===== src/rtl/rlrn_pkg.sv =====
// shared types and constants for the residual add and layer / rms norm block
// no dependencies
package rlrn_pkg;

    localparam int MAX_CHANNELS = 64;
    localparam int IDX_W = $clog2(MAX_CHANNELS);
    localparam int CNT_W = IDX_W + 1;

    localparam logic OP_LOAD = 1'b0;
    localparam logic OP_ELEM = 1'b1;

    localparam logic [2:0] REG_CHANNELS = 3'd0;
    localparam logic [2:0] REG_EPSILON  = 3'd1;
    localparam logic [2:0] REG_RMS      = 3'd2;
    localparam logic [2:0] REG_RESIDUAL = 3'd3;
    localparam logic [2:0] REG_AFFINE   = 3'd4;

    typedef struct packed {
        logic [6:0]  channels;
        logic [15:0] epsilon;
        logic        rms_mode;
        logic        residual_enable;
        logic        affine_enable;
    } cfg_t;

    function automatic logic signed [15:0] sat16(input logic signed [47:0] v);
        if (v > 48'sd32767) return 16'sh7fff;
        if (v < -48'sd32768) return 16'sh8000;
        return v[15:0];
    endfunction

endpackage


===== src/rtl/rlrn_div.sv =====
// restoring unsigned divider, one quotient bit per cycle
// depends on rlrn_pkg
module rlrn_div (
    input  logic        aclk,
    input  logic        aresetn,
    input  logic        start,
    input  logic [48:0] dividend,
    input  logic [48:0] divisor,
    output logic        done,
    output logic [48:0] quotient
);
    import rlrn_pkg::*;

    logic [48:0] q_reg, r_reg, d_reg;
    logic [5:0]  cnt_reg;
    logic        busy_reg, done_reg;
    logic [49:0] rs;

    assign rs = {r_reg, q_reg[48]};

    always_ff @(posedge aclk) begin
        if (!aresetn) begin
            busy_reg <= 1'b0;
            done_reg <= 1'b0;
            cnt_reg  <= '0;
        end else begin
            done_reg <= 1'b0;
            if (start) begin
                q_reg    <= dividend;
                r_reg    <= '0;
                d_reg    <= divisor;
                cnt_reg  <= 6'd48;
                busy_reg <= 1'b1;
            end else if (busy_reg) begin
                if (rs >= {1'b0, d_reg}) begin
                    r_reg <= 49'(rs - {1'b0, d_reg});
                    q_reg <= {q_reg[47:0], 1'b1};
                end else begin
                    r_reg <= rs[48:0];
                    q_reg <= {q_reg[47:0], 1'b0};
                end
                if (cnt_reg == '0) begin
                    busy_reg <= 1'b0;
                    done_reg <= 1'b1;
                end
                cnt_reg <= cnt_reg - 6'd1;
            end
        end
    end

    assign done     = done_reg;
    assign quotient = q_reg;

endmodule


===== config.mk =====
export PLATFORM = sky130hd
export DESIGN_NAME = rlrn_div
export DESIGN_NICKNAME = d
export VERILOG_FILES = /design/src/rtl/rlrn_pkg.sv /design/src/rtl/rlrn_div.sv
export SDC_FILE = /design/constraint.sdc
export NUM_CORES = 1
export LEC_CHECK = 0
export BUFFER_PORTS_ARGS = -buffer_cell sky130_fd_sc_hd__buf_4
export CORE_MARGIN = 2
export CORE_UTILIZATION = 62
export DETAILED_ROUTE_END_ITERATION = 7
export PLACE_DENSITY = 0.85
export SLEW_MARGIN = 10
export SYNTH_ARGS = -nofsm -noshare
export SYNTH_HDL_FRONTEND = slang
export SYNTH_SLANG_ARGS = --single-unit

===== constraint.sdc =====
create_clock -name aclk -period 9.45 [get_ports aclk]
set_input_delay 0.4725 -clock aclk [delete_from_list [all_inputs] [get_ports aclk]]
set_output_delay 0.4725 -clock aclk [all_outputs]
set_load 0.005 [all_outputs]

==> impl_metrics.yaml, run 1 <==
die:
  die_y_um: 128
  core_area_mm2: 0.0151
  dieArea_mm2: 0.0163
  start_util_pct: 62.9
  fp.dieW_um: 128
  pin_count: 151
  placementRows: 45
pwr:
  irDropWorstVdd_uv: 177
  power_density_mw_per_mm2: 192
  leakage_nw: 4.60
grt:
  antenna_found_initial: 0
  grt_pass1_vias: 7363
  grt_start_max_net_pins: 92
  met1_usage_pct: 36.6
  grt_pass1_wl_um: 36800
  gr-usage-all-layers_pct: 28.7
  grt_util_met3_pct: 8.64
  grt_busiest_layer: "met2"
  overflow: 0
  met2_usage_pct: 46.7
place:
  port_buffers: 150
  dp_hpwl_um: 15900
  place_congestion: 0.907
  placed_cells_incl_taps: 1186
logic_synthesis:
  synthDistinctLibCells: 75
  synth_edf_count: 147
  synthFlopType: "edfxtp_1"
  synthCells: 892
  syn_area_per_cell_um2: 10.6
  syn_area_mm2: 0.00949
  ys_ff_latch: 155
  yosysWarningCount: 0
  seq_area_frac_synth_pct: 48.2
  synth_nets: 1044
  async_flop_share_pct: 0
cts:
  cts_hold_buf: 0
  cts-root-buf: "clkbuf_16"
  htree_levels: 4
  numCtsBuffers: 17
  cts_resized: 0
  cts_setup_buffers: 0
  cts_tree: "done"
  clk_latency_ns: 0.44
  cts_sinks: 155
  path_clk_slew_ns: 0.07
  cts_buffer_depth: 2
routing:
  num_vias: 7630
  wl_per_cell_um: 19.0
  drt_iter0_drc: 695
  routed_via_density: 6.26
  drc: 0
  final_antenna_net_count: 0
  wl_um: 23100
  firstDrtPassIters: 7
critical_path:
  worstSetupEndpoint: "r_reg[38]"
  crit_path_start: "quotient[48]"
  crit_type: "reg2reg"
  r2r_end: "r_reg[38]"
  rr_worst_depth: 13
  r2r_slack_ns: 5.45
  critPathLaunchType: "register"
  cp_max_fo: 25
  cp.arrival_ns: 4.17
  rr_startpoint: "quotient[48]"
  endpoint_kind: "register"
  required_ns: 9.62
timing:
  clock.fmax_mhz: 250
  worst_pin_slew_ns: 1.11
  hold_viol: 0
  post-route-min-period_ns: 4.00
  finClkSkew_ns: 0.0141
  slew_violations: 0
  max_slew_margin_pct: 26.2
  setup-tns-final_ns: 0
  setup_viol: 0
  fin_crit_sh_pct: 42.4
  rsz0062_at_grt: "false"
cells_and_area:
  fin_cells: 1218
  final_cell_mix: "buf_4 (153), edfxtp_1 (147), a21oi_1 (88)"
  utilization_pct: 74.7
  antennaDiodeCount: 0
  fill_cells: 1038
  drive_gt1_share_pct: 25.0
  nets: 1169
  layout_commonest_cell: "buf_4"
  syn2layout_area_growth_pct: 18.8
outcome:
  status: "complete, no violations"
job:
  drv_cap: 0
worst_hold_path:
  hold_class: "in2reg"
## how the worst min path moves through the flow
stage	end	depth (start not counted)	start	slack (ns)
2_1_floorplan	cnt_reg[1]	2	cnt_reg[1]	0.47
3_3_place_gp	cnt_reg[1]	2	cnt_reg[1]	0.48
3_5_place_dp	cnt_reg[1]	2	cnt_reg[1]	0.50
4_1_cts	d_reg[6]	1	divisor[6]	0.20
5_1_grt	d_reg[37]	1	divisor[37]	0.19
6_report	d_reg[6]	1	divisor[6]	0.21
## kinds of logic after synthesis
kind of cell / after synthesis / share of synthesized area [%]
AO/OA/AOI/OAI: 270 / 19.1
AND/OR/NAND/NOR: 218 / 11.7
flip-flops: 155 / 48.2
buffers and inverters: 114 / 5.15
adder cells (fa/ha/maj): 51 / 6.80
multiplexers: 50 / 5.92
XOR/XNOR: 34 / 3.14
## final cells by class
| class | count | area, µm² | area share, % |
|---|---|---|---|
| flip-flops and latches | 155 | 4570 | 40.6 |
| multi-input cells | 623 | 4440 | 39.4 |
| repair buffers | 153 | 1150 | 10.2 |
| clock buffers | 18 | 429 | 3.81 |
| inverters | 67 | 251 | 2.23 |
| well taps | 188 | 235 | 2.09 |
| clock inverters | 14 | 196 | 1.74 |
## synthesized netlist by cell type (11+ instances only)
library cell / instances / area [µm²]
a21o_1: 26 / 195
edfxtp_1: 147 / 4410
ha_1: 50 / 626
nand2_1: 54 / 203
a21oi_1: 88 / 440
nor3_1: 19 / 95.1
nand3_1: 47 / 235
buf_2: 13 / 65.1
o21ai_1: 14 / 70.1
nand4_1: 15 / 93.8
o21ai_0: 41 / 205
mux2_2: 49 / 552
a211oi_1: 13 / 97.6
or3_1: 11 / 68.8
clkbuf_1: 26 / 97.6
inv_1: 67 / 251
nor2_1: 35 / 131
xor2_1: 12 / 105
xnor2_1: 22 / 193
## layer usage
layer	up-vias	part of all wire (%)
met1	3637	42
li1	3622	-
met4	0	2.3
met2	325	48
met3	46	7.9
met5	-	0
## metrics by stage
step / hold slack, ns / area (µm²) / power, mW / worst slack, ns
floorplan: 0.469 / 9490 / 1.27 / 5.98
global placement: 0.483 / 10700 / 1.41 / 5.59
detailed placement: 0.505 / 10700 / 1.42 / 5.50
CTS: 0.201 / 11300 / 2.15 / 5.49
global route: 0.194 / 11300 / 2.25 / 5.20
finish: 0.206 / 11300 / 2.16 / 5.45
## critical path, cell delays in order, from the launching register on
cell and delay (ns):
edfxtp_1 0.40, inv_1 0.08, ha_1 0.16, inv_1 0.06, fa_1 0.40, a21o_1 0.22, a221o_1 0.37, a32o_1 0.29
o211ai_4 0.31, a2111oi_4 0.14, o2111a_1 0.45, buf_4 0.32, o21ai_4 0.36, o32ai_2 0.16
## where the power goes
group	internal (mW)	leakage, nW	total (mW)	switching, mW
registers	0.827	1.47	0.857	0.0300
logic	0.239	2.82	0.561	0.322
clock network	0.428	0.308	0.742	0.314
(Power assumes the default switching activity.)
==> inputs of run 2 (changes only) <==
--- a/config.mk
+++ b/config.mk
@@ -7,9 +7,9 @@
 export LEC_CHECK = 0
 export BUFFER_PORTS_ARGS = -buffer_cell sky130_fd_sc_hd__buf_4
 export CORE_MARGIN = 2
-export CORE_UTILIZATION = 62
+export CORE_UTILIZATION = 52
 export DETAILED_ROUTE_END_ITERATION = 7
-export PLACE_DENSITY = 0.85
+export PLACE_DENSITY = 0.76
 export SLEW_MARGIN = 10
 export SYNTH_ARGS = -nofsm -noshare
 export SYNTH_HDL_FRONTEND = slang
==> constraint.sdc (replaced) <==
create_clock -name aclk -period 3.35 [get_ports aclk]
set_input_delay 0.1675 -clock aclk [delete_from_list [all_inputs] [get_ports aclk]]
set_output_delay 0.1675 -clock aclk [all_outputs]
set_load 0.005 [all_outputs]
==> run 2 against run 1 <==
Against the previous run: fmax rose by 24%; worst setup slack got worse by 5.3 ns; clock power rose to 2.7 times the previous value; flip-flop and latch count did not move; highest routed layer unchanged.
==> impl_metrics.yaml, run 2 (same netlist as run 1, synthesis figures left out) <==
timing:
  worst_pin_slew_ns: 0.645
  rsz0062_at_grt: "true"
  fin_crit_sh_pct: 96.5
  setup_viol: 0
  slew_violations: 0
  post-route-min-period_ns: 3.23
  max_slew_margin_pct: 57.0
  hold_viol: 0
  finClkSkew_ns: 0.0115
  setup_ws_ns: 0.118
  clock.fmax_mhz: 309
  setup-tns-final_ns: 0
  hold_ws_ns: 0.0208
grt:
  grt_start_max_net_pins: 51
  grt_pass1_wl_um: 40900
  antenna_found_initial: 0
  grt_pass1_vias: 8215
  overflow: 0
  gr-usage-all-layers_pct: 26.2
die:
  die_y_um: 139
  placementRows: 49
  core_area_mm2: 0.0180
  dieArea_mm2: 0.0193
  fp.dieW_um: 139
  start_util_pct: 52.8
  pin_count: 151
routing:
  wl_um: 25100
  drc: 0
  routed_via_density: 5.92
  firstDrtPassIters: 5
  drt_iter0_drc: 693
  final_antenna_net_count: 0
  num_vias: 8014
  wl_per_cell_um: 18.5
critical_path:
  cp_max_fo: 18
  crit_chain: "inv_1 > ha_1 > inv_1 > fa_2 > a21o_1 > a221o_1 > a32o_2 > o211ai_4 > a2111oi_4 > o2111a_2 > buf_8 > o31ai_1 > a21oi_1"
  max_stage_delay_ns: 0.38
  required_ns: 3.53
  crit_type: "reg2reg"
  critPathLaunchType: "register"
  path_common_cell: "inv_1"
  worst_path_max_delay_cell: "edfxtp_1"
  endpoint_kind: "register"
  cp.arrival_ns: 3.42
cts:
  path_clk_slew_ns: 0.07
  numCtsBuffers: 17
  htree_levels: 4
  clk_latency_ns: 0.44
  cts_sinks: 155
  cts-root-buf: "clkbuf_16"
  cts_buffer_depth: 2
  cts_tree: "done"
cells_and_area:
  layout_commonest_cell: "buf_4"
  final_cell_mix: "buf_4 (191), edfxtp_1 (147), a21oi_1 (88)"
  antennaDiodeCount: 0
  nets: 1264
  drive_gt1_share_pct: 27.8
  utilization_pct: 68.4
  syn2layout_area_growth_pct: 29.4
worst_hold_path:
  hold_class: "in2reg"
place:
  place_congestion: 0.947
  place_ws_ns: 0.00873
  dp_hpwl_um: 17700
  port_buffers: 150
outcome:
  status: "complete, no violations"
pwr:
  power_density_mw_per_mm2: 508
  irDropWorstVdd_uv: 511
  leakage_nw: 5.04
  totalPowerFinal_mw: 6.24
job:
  drv_cap: 0
==> run 2: cell count changes in the layout (fill, tap and decap cells not counted), moves of 3 or more <==
cell	previous run	this run
o21ai_0	41	38
dlygate4sd3_1	0	49
buf_6	0	3
buf_12	0	4
ha_1	50	46
buf_4	153	191
ha_4	0	3
o21ai_1	14	17
==> run 2: routing by layer <==
layer	GRT usage, %	routed length, µm	vias up
met5	0	0	-
met4	8.03	469	0
met3	7.32	1980	37
met2	44.0	11900	353
met1	33.1	10700	3818
li1	-	-	3806
==> run 2: area by class of cell <==
class                           instances  area (µm²)
Fill cell                            1394        5680
Sequential cell                       155        4570
Multi-Input combinational cell        623        4510
Timing Repair Buffer                  248        2050
Clock buffer                           18         429
Tap cell                              229         287
Inverter                               67         251
Clock inverter                         14         179
==> run 2: path summary, 6_finish.rpt <==
check                from            to  slack, ns  depth (start not counted)
max          quotient[48]     r_reg[47]       0.12                         13
min reg2reg    cnt_reg[1]    cnt_reg[1]       0.50                          2
min          dividend[24]  quotient[24]       0.02                          2
max reg2reg  quotient[48]     r_reg[47]       0.12                         13
==> run 2: report_power, final <==
part | leakage (nW) | internal (mW) | total [mW] | switching (mW)
clock network | 0.300 | 1.13 | 2.02 | 0.887
registers | 1.47 | 2.33 | 2.42 | 0.0872
logic | 3.27 | 0.825 | 1.79 | 0.970
total | 5.04 | 4.29 | 6.24 | 1.94
==> run 2: repair_timing <==
action / 4_1_cts / 5_1_grt
pin swaps: 1 / 7
gates resized for setup: 1 / 27
hold endpoints to repair: 49 / 0
buffers inserted: 0 / 3
endpoints found under the setup margin: 2 / 49
hold buffers: 49 / 0
==> run 2: metrics by stage <==
step	area, µm²	std cells
after floorplan	9490	892
after global placement	11000	1270
after detailed placement	11000	1270
after CTS	12100	1351
after global routing	12300	1354
final	12300	1354
==> run 2: critical path, delay by kind of cell, from the launching register on <==
kind,cells,cell delay [ns]
flops,1,0.38
fa+ha+maj,2,0.50
compound gates,8,1.78
buf+inv,3,0.30
